### src/sv/pbwd_pkg.sv
`default_nettype none
package pbwd_pkg;

  localparam int MAX_DEPTH = 8;
  localparam int LENGTH_BITS = 16;
  localparam int DEPTH_W = $clog2(MAX_DEPTH + 1);
  localparam int STK_AW = (MAX_DEPTH > 1) ? $clog2(MAX_DEPTH) : 1;

  typedef enum logic [2:0] {
    PH_IDLE   = 3'd0,
    PH_KEY    = 3'd1,
    PH_VARINT = 3'd2,
    PH_FIXED  = 3'd3,
    PH_LENGTH = 3'd4,
    PH_DECIDE = 3'd5,
    PH_STRING = 3'd6
  } phase_e;

  typedef enum logic [3:0] {
    TK_VARINT  = 4'd0,
    TK_FIX64   = 4'd1,
    TK_FIX32   = 4'd2,
    TK_STRBYTE = 4'd3,
    TK_OPEN    = 4'd4,
    TK_CLOSE   = 4'd5,
    TK_BADWIRE = 4'd6,
    TK_END     = 4'd7,
    TK_TRUNC   = 4'd8
  } tok_e;

  typedef enum logic [2:0] {
    CMD_NONE   = 3'd0,
    CMD_LOAD   = 3'd1,
    CMD_START  = 3'd2,
    CMD_BYTE   = 3'd3,
    CMD_UNWIND = 3'd4,
    CMD_FLUSH  = 3'd5
  } cmd_e;

  typedef struct packed {
    logic start_ok;
    logic unwind_more;
    logic pend_valid;
    logic slot_free;
  } status_t;

  typedef struct packed {
    tok_e                 kind;
    logic [31:0]          field;
    logic [63:0]          value;
    logic [DEPTH_W-1:0]   depth;
  } token_t;

endpackage
`default_nettype wire

### src/sv/pbwd_ctrl.sv
`default_nettype none
module pbwd_ctrl
  import pbwd_pkg::*;
(
  input  wire logic    clk_i,
  input  wire logic    rst_ni,
  input  wire logic    in_valid_i,
  output logic         in_stall_o,
  input  wire status_t status_i,
  output cmd_e         cmd_o
);

  typedef enum logic [4:0] {
    S_IDLE   = 5'b00001,
    S_START  = 5'b00010,
    S_BYTE   = 5'b00100,
    S_UNWIND = 5'b01000,
    S_FLUSH  = 5'b10000
  } state_e;

  state_e state_q, state_d;
  logic   can_emit;

  assign can_emit = !status_i.pend_valid || status_i.slot_free;
  assign in_stall_o = (state_q != S_IDLE);

  always_comb begin
    state_d = state_q;
    cmd_o   = CMD_NONE;
    case (state_q)
      S_IDLE: begin
        if (in_valid_i) begin
          cmd_o   = CMD_LOAD;
          state_d = S_START;
        end
      end
      S_START: begin
        if (status_i.start_ok) begin
          cmd_o   = CMD_START;
          state_d = S_BYTE;
        end else begin
          state_d = S_FLUSH;
        end
      end
      S_BYTE: begin
        if (can_emit) begin
          cmd_o   = CMD_BYTE;
          state_d = S_UNWIND;
        end
      end
      S_UNWIND: begin
        if (!status_i.unwind_more) begin
          state_d = S_FLUSH;
        end else if (can_emit) begin
          cmd_o = CMD_UNWIND;
        end
      end
      S_FLUSH: begin
        if (!status_i.pend_valid) begin
          state_d = S_IDLE;
        end else if (status_i.slot_free) begin
          cmd_o   = CMD_FLUSH;
          state_d = S_IDLE;
        end
      end
      default: state_d = S_IDLE;
    endcase
  end

  always_ff @(posedge clk_i or negedge rst_ni) begin
    if (!rst_ni) begin
      state_q <= S_IDLE;
    end else begin
      state_q <= state_d;
    end
  end

endmodule
`default_nettype wire

### src/sv/pbwd_dpath.sv
`default_nettype none
module pbwd_dpath
  import pbwd_pkg::*;
(
  input  wire logic                   clk_i,
  input  wire logic                   rst_ni,
  input  wire cmd_e                   cmd_i,
  output status_t                     status_o,
  input  wire logic [7:0]             data_byte_i,
  input  wire logic                   first_byte_i,
  input  wire logic [LENGTH_BITS-1:0] message_length_i,
  output logic                        out_valid_o,
  input  wire logic                   out_stall_i,
  output logic [3:0]                  token_kind_o,
  output logic [31:0]                 field_number_o,
  output logic [63:0]                 field_value_o,
  output logic [DEPTH_W-1:0]          nest_depth_o,
  output logic                        last_of_run_o
);

  logic [7:0]             byte_q, byte_d;
  logic [LENGTH_BITS-1:0] rem_q, rem_d;
  logic [DEPTH_W-1:0]     depth_q, depth_d;
  phase_e                 phase_q, phase_d;
  logic [63:0]            acc_q, acc_d;
  logic [6:0]             shift_q, shift_d;
  logic [31:0]            field_q, field_d;
  logic [3:0]             fixed_q, fixed_d;
  logic [LENGTH_BITS-1:0] plen_q, plen_d;
  logic                   skip_q, skip_d;
  logic                   err_q, err_d;
  logic [LENGTH_BITS-1:0] stack_q [MAX_DEPTH];

  token_t                 pend_q, pend_d;
  logic                   pend_v_q, pend_v_d;
  token_t                 out_q, out_d;
  logic                   out_last_q, out_last_d;
  logic                   out_v_q, out_v_d;

  token_t                 tok;
  logic                   tok_v;
  logic                   push;
  logic [LENGTH_BITS-1:0] push_val;
  logic [63:0]            vacc;
  logic [6:0]             vshift;
  logic                   vdone;
  logic [63:0]            facc;
  logic [6:0]             fshift;
  logic [3:0]             fleft;
  logic [LENGTH_BITS-1:0] rem_dec;
  logic                   mid;
  logic [STK_AW-1:0]      pop_idx;

  assign vacc    = shift_q[6] ? acc_q : (acc_q | (64'(byte_q[6:0]) << shift_q[5:0]));
  assign vshift  = shift_q[6] ? shift_q : (shift_q + 7'd7);
  assign vdone   = !byte_q[7];
  assign facc    = shift_q[6] ? acc_q : (acc_q | (64'(byte_q) << shift_q[5:0]));
  assign fshift  = shift_q + 7'd8;
  assign fleft   = (fixed_q != 4'd0) ? (fixed_q - 4'd1) : 4'd0;
  assign rem_dec = rem_q - 1'b1;
  assign mid     = !skip_q && ((phase_q != PH_KEY) || (shift_q != 7'd0));
  assign pop_idx = STK_AW'(depth_q - 1'b1);

  assign status_o.start_ok    = (phase_q != PH_IDLE) && (rem_q != '0);
  assign status_o.unwind_more = (phase_q != PH_IDLE) && (rem_q == '0);
  assign status_o.pend_valid  = pend_v_q;
  assign status_o.slot_free   = !out_v_q || !out_stall_i;

  always_comb begin
    byte_d     = byte_q;
    rem_d      = rem_q;
    depth_d    = depth_q;
    phase_d    = phase_q;
    acc_d      = acc_q;
    shift_d    = shift_q;
    field_d    = field_q;
    fixed_d    = fixed_q;
    plen_d     = plen_q;
    skip_d     = skip_q;
    err_d      = err_q;
    pend_d     = pend_q;
    pend_v_d   = pend_v_q;
    out_d      = out_q;
    out_last_d = out_last_q;
    out_v_d    = out_v_q && out_stall_i;
    tok        = '0;
    tok_v      = 1'b0;
    push       = 1'b0;
    push_val   = rem_q - plen_q;

    case (cmd_i)
      CMD_LOAD: begin
        byte_d = data_byte_i;
        err_d  = 1'b0;
        if (first_byte_i) begin
          depth_d = '0;
          rem_d   = message_length_i;
          phase_d = (message_length_i != '0) ? PH_KEY : PH_IDLE;
          skip_d  = 1'b0;
          acc_d   = '0;
          shift_d = '0;
          fixed_d = '0;
          plen_d  = '0;
        end
      end
      CMD_START: begin
        if (!skip_q && phase_q == PH_DECIDE) begin
          if ((byte_q < 8'h20 || byte_q > 8'h7e) && depth_q < DEPTH_W'(MAX_DEPTH)) begin
            tok_v   = 1'b1;
            tok     = '{TK_OPEN, field_q, 64'(plen_q), depth_q};
            push    = 1'b1;
            depth_d = depth_q + 1'b1;
            rem_d   = plen_q;
            phase_d = PH_KEY;
            acc_d   = '0;
            shift_d = '0;
            fixed_d = '0;
            plen_d  = '0;
          end else begin
            phase_d = PH_STRING;
          end
        end
      end
      CMD_BYTE: begin
        rem_d = rem_dec;
        if (!skip_q) begin
          case (phase_q)
            PH_KEY: begin
              acc_d   = vacc;
              shift_d = vshift;
              if (vdone) begin
                field_d = vacc[34:3];
                acc_d   = '0;
                shift_d = '0;
                fixed_d = '0;
                plen_d  = '0;
                case (vacc[2:0])
                  3'd0: phase_d = PH_VARINT;
                  3'd1: begin
                    phase_d = PH_FIXED;
                    fixed_d = 4'd8;
                  end
                  3'd5: begin
                    phase_d = PH_FIXED;
                    fixed_d = 4'd4;
                  end
                  3'd2: phase_d = PH_LENGTH;
                  default: begin
                    tok_v  = 1'b1;
                    tok    = '{TK_BADWIRE, vacc[34:3], 64'(vacc[2:0]), depth_q};
                    skip_d = 1'b1;
                    err_d  = 1'b1;
                  end
                endcase
              end
            end
            PH_VARINT: begin
              acc_d   = vacc;
              shift_d = vshift;
              if (vdone) begin
                tok_v   = 1'b1;
                tok     = '{TK_VARINT, field_q, vacc, depth_q};
                acc_d   = '0;
                shift_d = '0;
                fixed_d = '0;
                plen_d  = '0;
                phase_d = PH_KEY;
              end
            end
            PH_FIXED: begin
              acc_d   = facc;
              shift_d = fshift;
              fixed_d = fleft;
              if (fleft == 4'd0) begin
                tok_v   = 1'b1;
                tok     = '{(fshift >= 7'd64) ? TK_FIX64 : TK_FIX32, field_q, facc, depth_q};
                acc_d   = '0;
                shift_d = '0;
                fixed_d = '0;
                plen_d  = '0;
                phase_d = PH_KEY;
              end
            end
            PH_LENGTH: begin
              acc_d   = vacc;
              shift_d = vshift;
              if (vdone) begin
                acc_d   = '0;
                shift_d = '0;
                fixed_d = '0;
                plen_d  = '0;
                phase_d = PH_KEY;
                if ((vacc[63:LENGTH_BITS] != '0) || (vacc[LENGTH_BITS-1:0] > rem_dec)) begin
                  tok_v  = 1'b1;
                  tok    = '{TK_TRUNC, field_q, 64'd0, depth_q};
                  skip_d = 1'b1;
                  err_d  = 1'b1;
                end else if (vacc[LENGTH_BITS-1:0] != '0) begin
                  plen_d  = vacc[LENGTH_BITS-1:0];
                  phase_d = PH_DECIDE;
                end
              end
            end
            PH_STRING: begin
              tok_v = 1'b1;
              tok   = '{TK_STRBYTE, field_q, 64'(byte_q), depth_q};
              if (plen_q != '0) begin
                plen_d = plen_q - 1'b1;
              end
              if (plen_q <= LENGTH_BITS'(1)) begin
                phase_d = PH_KEY;
              end
            end
            default: phase_d = PH_KEY;
          endcase
        end
      end
      CMD_UNWIND: begin
        if (err_q) begin
          err_d = 1'b0;
        end else if (mid) begin
          tok_v = 1'b1;
          tok   = '{TK_TRUNC, field_q, 64'd0, depth_q};
        end else if (depth_q == '0) begin
          tok_v = 1'b1;
          tok   = '{TK_END, 32'd0, 64'd0, depth_q};
        end else begin
          tok_v = 1'b1;
          tok   = '{TK_CLOSE, 32'd0, 64'd0, depth_q - 1'b1};
        end
        skip_d  = 1'b0;
        acc_d   = '0;
        shift_d = '0;
        fixed_d = '0;
        plen_d  = '0;
        if (depth_q == '0) begin
          phase_d = PH_IDLE;
        end else begin
          depth_d = depth_q - 1'b1;
          rem_d   = stack_q[pop_idx];
          phase_d = PH_KEY;
        end
      end
      CMD_FLUSH: begin
        out_d      = pend_q;
        out_last_d = 1'b1;
        out_v_d    = 1'b1;
        pend_v_d   = 1'b0;
      end
      default: ;
    endcase

    if (tok_v) begin
      if (pend_v_q) begin
        out_d      = pend_q;
        out_last_d = 1'b0;
        out_v_d    = 1'b1;
      end
      pend_d   = tok;
      pend_v_d = 1'b1;
    end
  end

  always_ff @(posedge clk_i or negedge rst_ni) begin
    if (!rst_ni) begin
      rem_q    <= '0;
      depth_q  <= '0;
      phase_q  <= PH_IDLE;
      acc_q    <= '0;
      shift_q  <= '0;
      field_q  <= '0;
      fixed_q  <= '0;
      plen_q   <= '0;
      skip_q   <= 1'b0;
      err_q    <= 1'b0;
      pend_v_q <= 1'b0;
      out_v_q  <= 1'b0;
    end else begin
      rem_q    <= rem_d;
      depth_q  <= depth_d;
      phase_q  <= phase_d;
      acc_q    <= acc_d;
      shift_q  <= shift_d;
      field_q  <= field_d;
      fixed_q  <= fixed_d;
      plen_q   <= plen_d;
      skip_q   <= skip_d;
      err_q    <= err_d;
      pend_v_q <= pend_v_d;
      out_v_q  <= out_v_d;
    end
  end

  always_ff @(posedge clk_i) begin
    byte_q     <= byte_d;
    pend_q     <= pend_d;
    out_q      <= out_d;
    out_last_q <= out_last_d;
    if (push) begin
      stack_q[depth_q[STK_AW-1:0]] <= push_val;
    end
  end

  assign out_valid_o    = out_v_q;
  assign token_kind_o   = out_q.kind;
  assign field_number_o = out_q.field;
  assign field_value_o  = out_q.value;
  assign nest_depth_o   = out_q.depth;
  assign last_of_run_o  = out_last_q;

endmodule
`default_nettype wire

### src/sv/protobuf_wire_decoder_unit.sv
// Channel | Handshake              | Beat fields
// in      | in_valid_i, in_stall_o  | data_byte_i, first_byte_i, message_length_i
// out     | out_valid_o, out_stall_i| token_kind_o, field_number_o, field_value_o,
//         |                         | nest_depth_o, last_of_run_o
// Per byte the controller walks load, open check, byte, level unwind (once per
// closed level), flush; outside a message it goes from the open check to flush.
// The last token of a byte is held in the pending register until the flush step so last_of_run_o can be set.
// Reset clears all control state; the level stack needs no clearing.
// out_stall_i holds the sequencer only while a token is pending and the output register is full.
`default_nettype none
module protobuf_wire_decoder_unit
  import pbwd_pkg::*;
(
  input  wire logic                   clk_i,
  input  wire logic                   rst_ni,
  input  wire logic                   in_valid_i,
  output logic                        in_stall_o,
  input  wire logic [7:0]             data_byte_i,
  input  wire logic                   first_byte_i,
  input  wire logic [LENGTH_BITS-1:0] message_length_i,
  output logic                        out_valid_o,
  input  wire logic                   out_stall_i,
  output logic [3:0]                  token_kind_o,
  output logic [31:0]                 field_number_o,
  output logic [63:0]                 field_value_o,
  output logic [DEPTH_W-1:0]          nest_depth_o,
  output logic                        last_of_run_o
);

  cmd_e    cmd;
  status_t status;

  pbwd_ctrl u_ctrl (
    .clk_i      (clk_i),
    .rst_ni     (rst_ni),
    .in_valid_i (in_valid_i),
    .in_stall_o (in_stall_o),
    .status_i   (status),
    .cmd_o      (cmd)
  );

  pbwd_dpath u_dpath (
    .clk_i            (clk_i),
    .rst_ni           (rst_ni),
    .cmd_i            (cmd),
    .status_o         (status),
    .data_byte_i      (data_byte_i),
    .first_byte_i     (first_byte_i),
    .message_length_i (message_length_i),
    .out_valid_o      (out_valid_o),
    .out_stall_i      (out_stall_i),
    .token_kind_o     (token_kind_o),
    .field_number_o   (field_number_o),
    .field_value_o    (field_value_o),
    .nest_depth_o     (nest_depth_o),
    .last_of_run_o    (last_of_run_o)
  );

endmodule
`default_nettype wire

### config.mk
export PLATFORM = sky130hd
export DESIGN_NAME = protobuf_wire_decoder_unit
export DESIGN_NICKNAME = d
export VERILOG_FILES = /design/src/sv/pbwd_pkg.sv /design/src/sv/pbwd_ctrl.sv /design/src/sv/pbwd_dpath.sv /design/src/sv/protobuf_wire_decoder_unit.sv
export SDC_FILE = /design/constraint.sdc
export NUM_CORES = 1
export LEC_CHECK = 0
export ABC_CLOCK_PERIOD_IN_PS = 11650
export BUFFER_PORTS_ARGS = -buffer_cell sky130_fd_sc_hd__buf_4
export CAP_MARGIN = 10
export CORE_UTILIZATION = 50
export CTS_CLUSTER_SIZE = 30
export DETAILED_ROUTE_END_ITERATION = 10
export HOLD_SLACK_MARGIN = 0.08
export PLACE_DENSITY = 0.67
export REMOVE_ABC_BUFFERS = 1
export SYNTH_ARGS = -nofsm -noshare
export SYNTH_HDL_FRONTEND = slang
export SYNTH_SLANG_ARGS = --single-unit
### constraint.sdc
create_clock -name clk_i -period 11.65 [get_ports clk_i]
set_input_delay 1.165 -clock clk_i [delete_from_list [all_inputs] [get_ports clk_i]]
set_output_delay 1.165 -clock clk_i [all_outputs]
set_load 0.01 [all_outputs]
; ---- Word-level counts from Yosys, hierarchy flattened
; Memory sizes are Yosys's and may differ from the RTL's.
; Index checks and enable logic that the tools add are counted.
[totals]
reg_bits = 372
ramBits = 128
in_bits = 29
output_inout_bits = 107
wordCells = 274
memories = 1
[classes]
n_addsub = 8
order_cmp = 6
n_eq_ne = 46
n_shift = 2
mux = 134
bitwise = 4
reduce_logical = 49
[mem_list]
columns = memory, words, word_bits, read_ports, rd_ports_with_merged_regs, wr, line
row1 = u_dpath.stack_q, 8, 16, 1, 0, 1, pbwd_dpath.sv:32  ; logic [LENGTH_BITS-1:0] stack_q [MAX_DEPTH];
[ops]
columns = operator, n
row1 = $mux 104, 11
row2 = $pmux 104 s5, 1
row3 = $mux 64, 8
row4 = $pmux 104 s3, 1
row5 = $pmux 64 s4, 1
row6 = $mux 16, 14
row7 = $mux 103, 2
row8 = $pmux 16 s4, 3
row9 = $or 64x64->64, 2
row10 = $pmux 64 s2, 1
row11 = $mux 102, 1
row12 = $mux 100, 1
row13 = $reduce_bool 16->1, 4
row14 = $shl 7x6->64, 1
row15 = $shl 8x6->64, 1
row16 = $mux 7, 7
row17 = $reduce_bool 48->1, 1
row18 = $mux 3, 15
row19 = $mux 4, 11
row20 = $sub 16x1->16 const B, 2
row21 = $mux 1, 31
row22 = $mux 5, 6
row23 = $pmux 3 s5, 2
row24 = $pmux 7 s4, 1
row25 = 60 further kinds, 121

; ---- Logic depth before layout (Yosys ltp)
; Gate-level depths: netlist (run 1).
[depth]
ltp_word = 11
mapped_depth = 22
depth_no_buf = 18

; ---- Hierarchy
; A second synthesis (run 1) with hierarchy kept.
[hier_totals]
hier_cells = 2220
area_unflattened_um2 = 24317.1
[modules_own_cells]
columns = module, instances, cells_each, area_per_inst_um2, seq_area_each_um2
row1 = pbwd_dpath, 1, 2179, 23931.7, 13062.5
row2 = pbwd_ctrl, 1, 41, 385.4, 126.4

; ---- Worst setup path before layout (run 1)
; No wires, ideal clock.
[synth_timing]
path_type = register -> register
startpoint = register u_dpath.shift_q[1]
endpoint = register u_dpath.pend_q[0] in the netlist's numbering (enable)
setup_time_ns = 0.959
t_arrival_ns = 5.765
t_required_ns = 10.691
path_slack_ns = 4.926
path_stages_with_launch = 20
path_buffers = 3
synth_period_minus_slack_ns = 6.724
cell_sequence = dfrtp_1 > buf_2 > buf_6 > clkbuf_1 > mux4_2 > and2_1 > or2_2 > a21oi_1 > inv_1 > ha_1 > and4_1 > nand3b_1 > a21oi_1 > a211oi_1 > o2111a_1 > nand4_1 > o31ai_4 > a31oi_2 > nor2_1 > nand2_1
[synth_between]
elab_chain_len = 10
word_cells_on_any_way = 18
cone_classes = order compare: 1 / eq/ne: 3 / shift: 1 / mux: 8 / bitwise: 1 / reduce/logical: 4
[synth_rtl]
columns = element, line
row1 = "start, declared", pbwd_dpath.sv:26  ; logic [6:0] shift_q, shift_d;
row2 = "start signal, assigned", pbwd_dpath.sv:283  ; shift_q <= shift_d;
row3 = $shl 7x6->64, pbwd_dpath.sv:54  ; assign vacc = shift_q[6] ? acc_q : (acc_q | (64'(byte_q[6:0]) << shift_q[5:0]));
row4 = $or 64x64->64, pbwd_dpath.sv:54
row5 = $mux 64, pbwd_dpath.sv:54
row6 = net u_dpath.vacc[11], pbwd_dpath.sv:44  ; logic [63:0] vacc;
row7 = $gt 16x16->1, pbwd_dpath.sv:193  ; if ((vacc[63:LENGTH_BITS] != '0) || (vacc[LENGTH_BITS-1:0] > rem_dec)) begin
row8 = $logic_or 1x1->1, pbwd_dpath.sv:193
row9 = $mux 1, pbwd_dpath.sv:193
row10 = $mux 1, pbwd_dpath.sv:187  ; if (vdone) begin
row11 = $pmux 1 s5, pbwd_dpath.sv:127  ; case (phase_q)
row12 = $mux 1, pbwd_dpath.sv:126  ; if (!skip_q) begin
row13 = $pmux 1 s3, pbwd_dpath.sv:91  ; case (cmd_i)
row14 = "end signal, assigned", pbwd_dpath.sv:296  ; pend_q <= pend_d;
row15 = "end, declared", pbwd_dpath.sv:34  ; token_t pend_q, pend_d;
; The timed path passes the listed nets, and every way through them passes these cells.
; A chain may end at the register's enable or synchronous reset.

; ---- Worst setup path in the final report (run 1)
[layout_timing]
startpoint = register u_dpath.shift_q[1]
endpoint = register u_dpath.pend_q[83] in the netlist's numbering (enable)
; The elaborated chain is that of the path after synthesis.

==> impl_metrics.ini, run 1 <==
[run_status]
status = finished, final reports clean

[global_route]
track_usage_pct = 31.9
grt_pass1_vias = 18500
grt_pass1_wl_um = 118000
grt_max_degree = 85
overflow = 0
grt_antenna_before_repair = 1

[pwr]
seqPwrFrac_pct = 39.5
p_clk_share_pct = 29.7
p_sw_mw = 2.16
p_leak_nw = 10.7
comb_power_share_pct = 30.8
p_sw_share_pct = 35.4
p_total_mw = 6.08
powerDensity_mw_per_mm2 = 220
vdd_drop_max_uv = 196
p_int_mw = 3.93

[final_layout]
final_common_cell = edfxtp_1
final.fill_count = 4019
stdcell_area_sq_mm = 0.0277
final_nets = 2371
fin_cells = 2964
mostFrequentLayoutCells = edfxtp_1 (240), nand2_1 (201), a21oi_1 (187), buf_4 (187), nor2_1 (186)
drive_above_1_share_pct = 17.4
ff_latch_area_sq_mm = 0.0132
multiInputGateArea_sq_mm = 0.0102
area_growth_pct = 15.0

[critical_path]
cp_max_fo = 69
cp-start-kind = flop
endpoint_kind = flop
crit_arrival_ns = 7.13
path_class = flop to flop
required_ns = 11.87

[synthesis]
ys_top_cells_by_area = edfxtp_1 (30%), dfrtp_1 (16%), dfxtp_1 (8.7%), a21oi_1 (3.9%), mux4_2 (3.4%)
synth_top_area_cell = edfxtp_1
ys_types = 81
synth_cells = 2199
ys_seq_area_share_pct = 54.7
async_reset_ff_share_pct = 31.0
netlist_area_sq_mm = 0.0241
synth.top_cell.area_share_pct = 29.9
yosys_warnings = 0
synth_edf_count = 240
synth-seq-cells = 500
synth_flop_cell = edfxtp_1
avgSynthCellArea_sq_um = 11.0

[floorplan]
start_util_pct = 50.6
core_area_sq_mm = 0.0476
io_pins = 136
num_rows = 80
dieArea_sq_mm = 0.0491
die_h_um = 222
dieWidth_um = 222

[placement]
dp.cells = 2862
gp_congestion = 1.04
place_area_sq_mm = 0.0258
port_buffers = 135
post-dp-hpwl_um = 55200

[route]
vias = 19200
drtIter0Drc = 2223
vias_per_cell = 6.46
wl_um = 78500
ant_nets = 0
drc = 0
wl_per_cell_um = 26.5
firstDrtPassIters = 6

[timing]
worstMarginPinSlew_ns = 1.23
fin_setup_tns_ns = 0
fin_crit_sh_pct = 59.3
max_clock_freq_mhz = 145
rsz0062_at_grt = no
relSlewSlack_pct = 17.7
finalSetupViolations = 0
hold_viol_final = 0
skew_ns = 0.0416
fin_crit_ns = 6.91
fin_hold_ws_ns = 0.445
maxSlewViolCount = 0

[clock_tree]
tritoncts = done
cts_root_buf = clkbuf_16
path_clk_slew_ns = 0.06
cts_setup_buffers = 0
clock_path_buffers = 3
cts_hold_buffers = 0
cts_made_buffers = 53
post_cts_resized = 0
cts_max_level = 2
clock_sinks = 500
clk_latency_ns = 0.63

[job]
maxCapViolations = 0

[worst_hold_path]
hold_class = flop to flop
==> registers in the layout (all words and copies together) (netlist names), 8 cells and up <==
signal,count
u_dpath.acc_q,64
u_dpath.field_number_o,32
u_dpath.plen_q,16
u_dpath.byte_q,8
u_dpath.rem_q,16
u_dpath.field_q,32
u_dpath.field_value_o,64
u_dpath.stack_q,128
u_dpath.pend_q,104
==> power by group through the flow <==
stage	Clock (mW)	Sequential, mW	Combinational [mW]
floorplan	0	2.42	1.08
global placement	0	2.42	1.80
detailed placement	0	2.43	1.83
CTS	1.83	2.40	1.84
global route	1.89	2.43	2.01
finish	1.81	2.40	1.88
==> final timing paths <==
kind | start | endpoint | slack [ns] | cells past startpoint
worst max-delay path | u_dpath.shift_q[1] | u_dpath.pend_q[83] | 4.74 | 19
worst min-delay path | u_dpath.pend_q[99] | u_dpath.field_number_o[31] | 0.44 | 1
worst max register to register | u_dpath.shift_q[1] | u_dpath.pend_q[83] | 4.74 | 19
worst min register to register | u_dpath.pend_q[99] | u_dpath.field_number_o[31] | 0.44 | 1
max in group asynchronous | rst_ni | u_dpath.acc_q[24] | 9.37 | 2
min in group asynchronous | rst_ni | u_ctrl.state_q[3] | 0.63 | 1
==> final cells by class <==
cell class	instances	share of cell area [%]
repair buffers	189	5.13
inverters	55	0.745
clock inverters	39	1.69
multi-input cells	1504	37.0
diodes	1	0.00903
flip-flops and latches	500	47.6
clock buffers	61	5.08
well taps	615	2.78
==> cell usage after synthesis (38+ instances only) <==
cell type / instances
nand2_1: 203
o22ai_1: 43
clkbuf_1: 114
ha_1: 38
inv_1: 55
mux2_1: 60
a22oi_1: 38
a21oi_1: 187
dfrtp_1: 154
edfxtp_1: 240
o21ai_0: 148
mux2_2: 56
nor2_1: 189
dfxtp_1: 105
nor3_1: 44
==> kinds of logic (layout without fill, tap and decap cells) <==
logic type                 after synthesis  in the layout  share of synthesized area [%]
AOI/OAI and AO/OA                      662            662                           17.9
and+or+nand+nor                        608            608                           11.5
DFF                                    500            500                           54.7
buffers and inverters                  195            344                           3.32
muxes                                  165            165                           9.33
adders and majority gates               39             39                           2.06
xor gates and xnor gates                30             30                           1.09
other                                    0              1                              0
==> per-stage QoR <==
step                      setup slack, ns  util (%)
final                                4.74      58.2
after global routing                 4.35      58.1
after CTS                            4.88      58.1
after detailed placement             4.92      54.2
after global placement               5.06      54.2
after floorplan                      3.45         -
==> routing by layer <==
| layer | vias to the layer above | wire length [um] | global-route usage [%] |
|---|---|---|---|
| li1 | 8506 | - | - |
| met4 | 2 | 3450 | 14.2 |
| met3 | 194 | 6650 | 5.95 |
| met2 | 982 | 35900 | 49.1 |
| met5 | - | 13 | 0 |
| met1 | 9470 | 32400 | 44.1 |
==> worst max-delay path: stages (launching register included) <==
cell      delay [ns]
dfrtp_1         1.14
mux2i_1         0.44
o221ai_1        0.33
o21ai_0         0.25
buf_4           0.19
inv_1           0.06
a21oi_1         0.43
inv_1           0.21
ha_1            0.34
and4_1          0.22
nand3b_1        0.17
a21oi_1         0.24
a211oi_1        0.09
o2111a_1        0.26
nand4_1         0.18
o31ai_4         0.13
a31oi_2         0.39
nor2_1          0.17
nand2_4         0.45
buf_4           0.72
Power figures use the tool's default switching activity.
==> inputs of run 2 (changes only) <==
Settings changed: ABC_CLOCK_PERIOD_IN_PS 11650 to 5610, PLACE_DENSITY 0.67 to 0.7.
Clock period 11.65 ns to 5.61 ns, I/O delays scaled along.
==> impl_metrics.ini, run 2 (same netlist as run 1, synthesis figures left out) <==
[final_layout]
largest_reg_flops = 128
stdcell_area_sq_mm = 0.0282
drive_above_1_share_pct = 19.3
final_nets = 2444
ff_latch_area_sq_mm = 0.0132
final.fill_count = 3950
multiInputGateArea_sq_mm = 0.0102
final_common_cell = buf_4
fin_cells = 3034
antenna_cells = 0
area_growth_pct = 16.9
mostFrequentLayoutCells = buf_4 (254), edfxtp_1 (240), nand2_1 (202)

[critical_path]
cpPeakStageDelay_ns = 0.49
required_ns = 6.09
crit_arrival_ns = 5.87
cp_common_cell = ha_1
path_class = flop to flop
endpoint_kind = flop
cp-start-kind = flop
cp_num_buf_inv = 3
critPathSlowestCell = or4_1
crit_chain = inv_1 -> ha_1 -> nor3b_1 -> nand2_1 -> or4_1 -> xor2_2 -> ha_1 -> and4_1 -> nand3b_1 -> a21oi_1 -> a211oi_1 -> o2111a_1 -> nand4_1 -> o31ai_4 -> a31oi_2 -> o41ai_4 -> buf_6 -> buf_12 -> mux2_2
critical_path.top_delay_family = compound AO/OA/AOI/OAI gates
cp_max_fo = 35

[floorplan]
io_pins = 136
dieWidth_um = 222
num_rows = 80
die_h_um = 222
dieArea_sq_mm = 0.0491
start_util_pct = 50.6
core_area_sq_mm = 0.0476

[pwr]
p_total_mw = 12.4
powerDensity_mw_per_mm2 = 441
vdd_drop_max_uv = 392
p_leak_nw = 11.0

[route]
wl_per_cell_um = 26.1
drtIter0Drc = 2323
firstDrtPassIters = 6
wl_um = 79200
vias_per_cell = 6.41
vias = 19500
drc = 0
ant_nets = 0

[timing]
fin_setup_tns_ns = 0
relSlewSlack_pct = 13.1
finalSetupViolations = 0
fin_crit_sh_pct = 96.0
hold_viol_final = 0
worstMarginPinSlew_ns = 1.29
max_clock_freq_mhz = 186
skew_ns = 0.0249
fin_crit_ns = 5.39
postLayoutSetupSlackWorst_ns = 0.224
maxSlewViolCount = 0

[global_route]
grt_max_degree = 74
grt_pass1_vias = 18800
grt_antenna_before_repair = 0
grt_pass1_wl_um = 119000
overflow = 0
track_usage_pct = 32.1

[clock_tree]
cts_made_buffers = 52
cts_root_buf = clkbuf_16
clk_latency_ns = 0.61
cts_max_level = 2
clock_path_buffers = 3
path_clk_slew_ns = 0.06
tritoncts = done
clock_sinks = 500

[run_status]
status = finished, final reports clean

[placement]
place_area_sq_mm = 0.0264
gp_congestion = 0.989
post-dp-hpwl_um = 57500
dp.cells = 2935
pre_cts_ws_ns = 0.152
port_buffers = 135

[worst_hold_path]
hold_class = primary input to flop

[job]
maxCapViolations = 0
run 2: cell count changes in the layout (fill, tap and decap cells not counted), moves of 3 or more:
cell	before	now
buf_12	0	6
clkinv_1	7	11
bufinv_16	8	5
clkbuf_1	4	9
clkinv_4	5	1
buf_4	187	254
o21ai_1	0	3
run 2: power by group:
group	switching (mW)	internal, mW	leakage, nW
registers	0.386	4.58	5.21
logic	2.54	1.44	4.98
clock network	1.47	1.99	0.813
total	4.40	8.01	11.0
run 2: layout make-up:
cell class / count / area share [%]
clock buffers: 64 / 4.93
flip-flops and latches: 500 / 46.8
repair buffers: 263 / 7.31
clock inverters: 33 / 1.10
well taps: 615 / 2.73
inverters: 55 / 0.733
multi-input cells: 1504 / 36.3
run 2: final timing paths:
path                       slack [ns]                        end  cells after the start          startpoint
max                              0.22  u_dpath.field_value_o[17]                     19    u_dpath.rem_q[0]
min                              0.14          u_dpath.byte_q[6]                      1      data_byte_i[6]
max reg2reg                      0.22  u_dpath.field_value_o[17]                     19    u_dpath.rem_q[0]
min reg2reg                      0.45  u_dpath.field_value_o[44]                      1  u_dpath.pend_q[48]
max in group asynchronous        3.65          u_dpath.acc_q[56]                      3              rst_ni
min in group asynchronous        0.50          u_ctrl.state_q[1]                      2              rst_ni
run 2: per-stage QoR:
stage                     utilization, %  hold WS [ns]
final                               59.1         0.138
after global routing                59.1         0.121
after CTS                           59.0         0.116
after detailed placement            55.4         0.436
after global placement              55.4         0.430
after floorplan                        -         0.265
run 2: timing repair:
action / 4_1_cts / 5_1_grt
endpoints found under the setup margin: 0 / 104
hold buffers: 1 / 0
buffers inserted: 0 / 1
gates resized for setup: 0 / 9
endpoints found under the hold margin: 63 / 0
run 2: layer usage:
metal	vias to the layer above	track usage, %	share of wire [%]
li1	8637	-	-
met1	9611	43.7	41
met2	1021	51.8	46
met3	189	5.00	8.4
met4	0	12.6	4.0
met5	-	0	0
